<file path="src/rtl/core/dvte_pkg.sv">
// shared constants, command codes and job descriptor types of the routing table engine
`default_nettype none

package dvte_pkg;

  localparam int DEF_MAX_NODES  = 16;
  localparam int DEF_COST_BITS  = 16;
  localparam int LINK_BITS      = 8;
  localparam int CMD_BITS       = 2;
  localparam int NODE_COUNT_RST = 16;
  localparam int QDEPTH         = 2;

  localparam logic [CMD_BITS-1:0] CMD_INIT = 2'd0;
  localparam logic [CMD_BITS-1:0] CMD_ADV  = 2'd1;
  localparam logic [CMD_BITS-1:0] CMD_READ = 2'd2;

  typedef enum logic [1:0] {
    OP_NOP,
    OP_INIT,
    OP_ADV,
    OP_READ
  } op_t;

  typedef struct packed {
    op_t  op;
    logic err;
  } job_ctl_t;

endpackage

`default_nettype wire

</file>
<file path="src/rtl/core/dvte_if.sv">
// word channels of the routing table engine: command in, result out
`default_nettype none

interface dvte_in_if #(
  parameter int MAX_NODES = dvte_pkg::DEF_MAX_NODES
);
  import dvte_pkg::*;

  localparam int IDW = $clog2(MAX_NODES);

  logic                 valid;
  logic                 ready;
  logic [CMD_BITS-1:0]  command;
  logic [IDW-1:0]       sender_node;
  logic [IDW-1:0]       receiver_node;
  logic [IDW-1:0]       destination;
  logic [LINK_BITS-1:0] link_cost;

  modport source (
    output valid, command, sender_node, receiver_node, destination, link_cost,
    input  ready
  );

  modport sink (
    input  valid, command, sender_node, receiver_node, destination, link_cost,
    output ready
  );
endinterface


`default_nettype wire

</file>
<file path="src/rtl/core/dvte_front.sv">
// front end: node count register, command decode and id checks, two-word job queue
`default_nettype none

module dvte_front #(
  parameter int MAX_NODES = dvte_pkg::DEF_MAX_NODES
) (
  input  wire logic                              clk,
  input  wire logic                              rst_n,
  input  wire logic                              cfg_wr_en,
  input  wire logic [$clog2(MAX_NODES+1)-1:0]    cfg_wr_data,
  dvte_in_if.sink                                in_ch,
  output      logic                              job_vld,
  input  wire logic                              job_rdy,
  output      dvte_pkg::job_ctl_t                job_ctl,
  output      logic [$clog2(MAX_NODES)-1:0]      job_snd,
  output      logic [$clog2(MAX_NODES)-1:0]      job_rcv,
  output      logic [$clog2(MAX_NODES)-1:0]      job_dst,
  output      logic [dvte_pkg::LINK_BITS-1:0]    job_link,
  output      logic [$clog2(MAX_NODES+1)-1:0]    job_n
);
  import dvte_pkg::*;

  localparam int IDW    = $clog2(MAX_NODES);
  localparam int NCW    = $clog2(MAX_NODES + 1);
  localparam int QPW    = (QDEPTH > 1) ? $clog2(QDEPTH) : 1;
  localparam int QCW    = $clog2(QDEPTH + 1);
  localparam int NC_RST = (NODE_COUNT_RST > MAX_NODES) ? MAX_NODES : NODE_COUNT_RST;

  logic [NCW-1:0]       nc_r;
  logic [NCW-1:0]       act_n;
  logic [NCW-1:0]       snd_x;
  logic [NCW-1:0]       rcv_x;
  logic [NCW-1:0]       dst_x;
  job_ctl_t             cls;

  logic [QPW-1:0]       wp_r;
  logic [QPW-1:0]       rp_r;
  logic [QCW-1:0]       cnt_r;
  logic                 push;
  logic                 pop;

  job_ctl_t             q_ctl_r  [QDEPTH];
  logic [IDW-1:0]       q_snd_r  [QDEPTH];
  logic [IDW-1:0]       q_rcv_r  [QDEPTH];
  logic [IDW-1:0]       q_dst_r  [QDEPTH];
  logic [LINK_BITS-1:0] q_link_r [QDEPTH];
  logic [NCW-1:0]       q_n_r    [QDEPTH];

  // node count above the table size behaves as the table size
  assign act_n = (nc_r > NCW'(MAX_NODES)) ? NCW'(MAX_NODES) : nc_r;
  assign snd_x = NCW'(in_ch.sender_node);
  assign rcv_x = NCW'(in_ch.receiver_node);
  assign dst_x = NCW'(in_ch.destination);

  always_comb begin
    cls.op  = OP_NOP;
    cls.err = 1'b0;
    unique case (in_ch.command)
      CMD_INIT: begin
        cls.err = (snd_x >= act_n);
        cls.op  = cls.err ? OP_NOP : OP_INIT;
      end
      CMD_ADV: begin
        cls.err = (snd_x >= act_n) || (rcv_x >= act_n);
        cls.op  = cls.err ? OP_NOP : OP_ADV;
      end
      CMD_READ: begin
        cls.err = (snd_x >= act_n) || (dst_x >= act_n);
        cls.op  = cls.err ? OP_NOP : OP_READ;
      end
      default: begin
        cls.op  = OP_NOP;
        cls.err = 1'b0;
      end
    endcase
  end

  assign in_ch.ready = (cnt_r != QCW'(QDEPTH));
  assign push        = in_ch.valid && in_ch.ready;
  assign job_vld     = (cnt_r != '0);
  assign pop         = job_vld && job_rdy;

  assign job_ctl  = q_ctl_r[rp_r];
  assign job_snd  = q_snd_r[rp_r];
  assign job_rcv  = q_rcv_r[rp_r];
  assign job_dst  = q_dst_r[rp_r];
  assign job_link = q_link_r[rp_r];
  assign job_n    = q_n_r[rp_r];

  always_ff @(posedge clk) begin
    if (!rst_n) begin
      nc_r  <= NCW'(NC_RST);
      wp_r  <= '0;
      rp_r  <= '0;
      cnt_r <= '0;
    end else begin
      if (cfg_wr_en) begin
        nc_r <= cfg_wr_data;
      end
      if (push) begin
        wp_r <= (wp_r == QPW'(QDEPTH - 1)) ? '0 : wp_r + 1'b1;
      end
      if (pop) begin
        rp_r <= (rp_r == QPW'(QDEPTH - 1)) ? '0 : rp_r + 1'b1;
      end
      if (push && !pop) begin
        cnt_r <= cnt_r + 1'b1;
      end else if (pop && !push) begin
        cnt_r <= cnt_r - 1'b1;
      end
    end
  end

  always_ff @(posedge clk) begin
    if (push) begin
      q_ctl_r[wp_r]  <= cls;
      q_snd_r[wp_r]  <= in_ch.sender_node;
      q_rcv_r[wp_r]  <= in_ch.receiver_node;
      q_dst_r[wp_r]  <= in_ch.destination;
      q_link_r[wp_r] <= in_ch.link_cost;
      q_n_r[wp_r]    <= act_n;
    end
  end

  a_cnt_bound: assert property (@(posedge clk) disable iff (!rst_n)
    cnt_r <= QCW'(QDEPTH))
    else $error("job queue count beyond depth");

  a_cnt_push: assert property (@(posedge clk) disable iff (!rst_n)
    push && !pop |=> cnt_r == $past(cnt_r) + 1'b1)
    else $error("job queue lost a word");

  a_adv_ids: assert property (@(posedge clk) disable iff (!rst_n)
    job_vld && (job_ctl.op == OP_ADV) |-> (NCW'(job_rcv) < job_n) && (NCW'(job_snd) < job_n))
    else $error("advertise queued with a node id out of range");

endmodule

`default_nettype wire

</file>
<file path="src/flat_wrapper.sv">
// flat-port wrapper written by rule: the top's interface ports become plain ports
module dvte_front_flat import dvte_pkg::*;
#(
  parameter int MAX_NODES = dvte_pkg::DEF_MAX_NODES
)
  (clk, rst_n, cfg_wr_en, cfg_wr_data, job_vld, job_rdy, job_ctl, job_snd, job_rcv, job_dst, job_link, job_n, in_ch_valid, in_ch_command, in_ch_sender_node, in_ch_receiver_node, in_ch_destination, in_ch_link_cost, in_ch_ready);
  dvte_in_if #(.MAX_NODES(MAX_NODES)) in_ch_i ();
  input  wire logic clk;
  input  wire logic rst_n;
  input  wire logic cfg_wr_en;
  input  wire logic [$clog2(MAX_NODES+1)-1:0] cfg_wr_data;
  output      logic job_vld;
  input  wire logic job_rdy;
  output      dvte_pkg::job_ctl_t job_ctl;
  output      logic [$clog2(MAX_NODES)-1:0] job_snd;
  output      logic [$clog2(MAX_NODES)-1:0] job_rcv;
  output      logic [$clog2(MAX_NODES)-1:0] job_dst;
  output      logic [dvte_pkg::LINK_BITS-1:0] job_link;
  output      logic [$clog2(MAX_NODES+1)-1:0] job_n;
  input wire logic [$bits(in_ch_i.valid)-1:0] in_ch_valid;
  input wire logic [$bits(in_ch_i.command)-1:0] in_ch_command;
  input wire logic [$bits(in_ch_i.sender_node)-1:0] in_ch_sender_node;
  input wire logic [$bits(in_ch_i.receiver_node)-1:0] in_ch_receiver_node;
  input wire logic [$bits(in_ch_i.destination)-1:0] in_ch_destination;
  input wire logic [$bits(in_ch_i.link_cost)-1:0] in_ch_link_cost;
  output wire logic [$bits(in_ch_i.ready)-1:0] in_ch_ready;
  assign in_ch_i.valid = in_ch_valid;
  assign in_ch_i.command = in_ch_command;
  assign in_ch_i.sender_node = in_ch_sender_node;
  assign in_ch_i.receiver_node = in_ch_receiver_node;
  assign in_ch_i.destination = in_ch_destination;
  assign in_ch_i.link_cost = in_ch_link_cost;
  assign in_ch_ready = in_ch_i.ready;
  dvte_front #(.MAX_NODES(MAX_NODES)) u_core (.clk(clk), .rst_n(rst_n), .cfg_wr_en(cfg_wr_en), .cfg_wr_data(cfg_wr_data), .in_ch(in_ch_i), .job_vld(job_vld), .job_rdy(job_rdy), .job_ctl(job_ctl), .job_snd(job_snd), .job_rcv(job_rcv), .job_dst(job_dst), .job_link(job_link), .job_n(job_n));
endmodule
</file>
<file path="config.mk">
export PLATFORM = sky130hd
export DESIGN_NAME = dvte_front_flat
export DESIGN_NICKNAME = d
export VERILOG_FILES = /design/src/rtl/core/dvte_pkg.sv /design/src/rtl/core/dvte_if.sv /design/src/rtl/core/dvte_front.sv /design/src/flat_wrapper.sv
export SDC_FILE = /design/constraint.sdc
export NUM_CORES = 1
export LEC_CHECK = 0
export ABC_CLOCK_PERIOD_IN_PS = 2700
export BUFFER_PORTS_ARGS = -buffer_cell sky130_fd_sc_hd__clkbuf_2
export CAP_MARGIN = 25
export CORE_MARGIN = 2
export CORE_UTILIZATION = 50
export DETAILED_ROUTE_END_ITERATION = 16
export PLACE_DENSITY = 0.85
export SLEW_MARGIN = 20
export SYNTH_ARGS = -nofsm -noshare
export SYNTH_HDL_FRONTEND = slang
export SYNTH_SLANG_ARGS = --single-unit
</file>
<file path="constraint.sdc">
create_clock -name clk -period 2.7 [get_ports clk]
set_clock_uncertainty 0.2 [all_clocks]
set_input_delay 0.405 -clock clk [delete_from_list [all_inputs] [get_ports clk]]
set_output_delay 0.405 -clock clk [all_outputs]
set_load 0.02 [all_outputs]
</file>
==> metrics <==
first-pass GRT wire length=between 7000 and 8000 um; final period utilization=0.906; die area=between 6000 and 7000 um2; RePlAce Congestion=about 0.76; hold-fix buffers at CTS=0; die width=~79 um; required time worst endpoint=roughly 2.6 ns; dominant synthesized flop cell=edfxtp_1; max cap viols=0; EDFF count, synth=56; post-synthesis sequential area ratio=0.665; area grow syn2layout=21.8%; fill count=~430; Avg Vias per Cell=approximately 5; vias in the first global route=roughly 1,700; Final Hold Viols=0; DPL Wire Length=roughly 3300 um; CTS sink cnt=66; CP max FO=11; RSZ-0062 raised after global routing=no; aggregate global-route resource usage=0.167; Crit path max-delay family=compound AO/OA/AOI/OAI gates; CP max stage delay=a little over 0.4 ns; Synth top area share=0.594; grt ovf=0; fin crit period=about 2.4 ns; Setup TNS=0 ns; Fmax achieved=409 MHz; pin count of the biggest net entering global routing=29; Post-synth top cells=56 x edfxtp_1, 28 x mux2_2, 13 x ha_1, 10 x dfxtp_1, 9 x inv_1; Leak Pwr=~1.4 nW; startpoint types=flip-flop; Synthesized Nets=approximately 220; Worst-Margin Slew=about 0.51 ns; wire per inst=~15 um; Setup WS pre-CTS=about 0.26 ns; Synth area leader=edfxtp_1; Post-CTS Setup Bufs=0; Die Span Y=about 79 um; initial antenna violation count=0; CTS tree=done; vias post-DR=around 1,600; dpl cells=between 300 and 400; CTS max path bufs=2; max-slew violation count=0; cts bufs inserted=9; Layout Nets=between 200 and 300; fin util=0.630; IO Port Bufs=61; Core ar.=between 5000 and 6000 um2; top cells by area, synth=edfxtp_1 59%, mux2_2 11%, dfxtp_1 7.1%; htree depth=3; initial core utilization=0.517; I/O pin total=62; Worst VDD drop=0.481 mV; Post-CTS Resized=0; Non-Filler Instances=319; crit path buf inv count=0; CP cell instances=nor2b_1 > ha_1 > nand2b_4 > a2111oi_4 > nor4b_2 > o31a_1; relative slew slack=0.661; count of cell types in the netlist=30; post-route setup slack=roughly 0.25 ns; Post-Syn Instances=~170; clock root buffer=clkbuf_8; post-synth design cell area=around 2800 um2; most common cell in the netlist=edfxtp_1; WP data arrival=about 2.3 ns; antenna viol nets, final=0; Total Wirelength=4780 um; share of cells above drive strength 1=0.470; Clock transition at path regs=0.07 ns; Post-synth ARST share=0; crit path capture type=flip-flop; Avg Cell Area, Syn=about 16 um2; crit path kind=flip-flop to flip-flop; n_diodes=0; Seq cells post-synth=between 60 and 70; Pwr Density=907 nW/um2; Skew-Pair Late Insertion Delay=~0.33 ns; DRT Pass-1 Iters=4; Critical-path top delay cell=dfxtp_1; Worst Hold Class=input port to flip-flop; status=finished clean; Final Setup Violations=0; Residual DRC=0; # rows=27; synth warn=0; violation count after the first detailed-route iteration=between 90 and 100
[layout make-up]
class / count / area [um2] / share of cell area
Multi-Input combinational cell: 92 / 891 / 0.258
Inverter: 9 / 33.8 / 0.00979
Sequential cell: 66 / 1880 / 0.546
Clock buffer: 9 / 124 / 0.0359
Tap cell: 72 / 90.1 / 0.0261
Timing Repair Buffer: 64 / 328 / 0.0950
Clock inverter: 7 / 101 / 0.0294
[cell usage in the layout, fill, tap and decap left out, types with 2 or more instances in the layout]
master / count
clkbuf_2: 61
mux2i_1: 5
nor2_1: 2
o21ai_0: 3
and2_1: 4
nand2b_1: 4
edfxtp_1: 56
clkbuf_8: 9
nand2b_4: 2
clkinvlp_4: 2
nor2b_1: 5
xnor2_1: 4
buf_4: 3
dfxtp_1: 10
nand2_1: 4
ha_1: 13
inv_6: 2
inv_1: 9
mux2_2: 28
a2111oi_4: 2
nor3_1: 2
o21a_1: 2
bufinv_16: 2
[layer usage]
layer | GRT usage | share of wire | vias to the layer above
li1 | - | - | 780
met1 | 0.188 | 0.43 | 768
met3 | 0.0636 | 0.059 | 6
met2 | 0.283 | 0.50 | 41
met5 | 0 | 0 | -
met4 | 0.0724 | 0.011 | 0
[cell families after synthesis]
| group | Yosys count | share of synthesized area |
|---|---|---|
| flip-flops | 66 | 0.665 |
| multiplexers | 33 | 0.129 |
| AND/OR/NAND/NOR | 31 | 0.0729 |
| buffers and inverters | 15 | 0.0217 |
| adder cells (fa/ha/maj) | 13 | 0.0574 |
| AO/OA/AOI/OAI | 10 | 0.0389 |
| XOR/XNOR | 5 | 0.0155 |
[flip-flops by register name, summed over array words and instances, names as in the netlist, named ones only]
register	cells
u_core.q_rcv_r	8
u_core.q_link_r	16
u_core.cnt_r	2
u_core.q_dst_r	8
u_core.wp_r	1
u_core.q_ctl_r	6
u_core.q_snd_r	8
u_core.q_n_r	10
u_core.nc_r	5
u_core.rp_r	1
[where the power goes]
part	switching, mW	leakage [nW]	total (mW)	internal (mW)
sequential	0.0508	0.607	1.34	1.29
combinational	0.514	0.657	0.877	0.362
clock	0.382	0.106	0.909	0.527
[worst paths after layout]
kind,start,to,slack [ns],cells past startpoint
max,u_core.nc_r[4],u_core.q_ctl_r[1][0],0.25,6
min,in_ch_link_cost[2],u_core.q_link_r[1][2],0.06,1
max reg2reg,u_core.nc_r[4],u_core.q_ctl_r[1][0],0.25,6
min reg2reg,u_core.cnt_r[1],u_core.cnt_r[1],0.31,2
[per-stage QoR]
step | hold WS (ns) | cell area (um2) | power, mW
6_report | 0.0568 | 3450 | 3.13
5_1_grt | 0.0314 | 3450 | 3.29
4_1_cts | 0.0352 | 3450 | 3.16
3_5_place_dp | 0.306 | 3220 | 2.25
3_3_place_gp | 0.291 | 3220 | 2.22
2_1_floorplan | 0.267 | 2830 | 1.98
No activity file was read; power rests on OpenSTA's default activity.
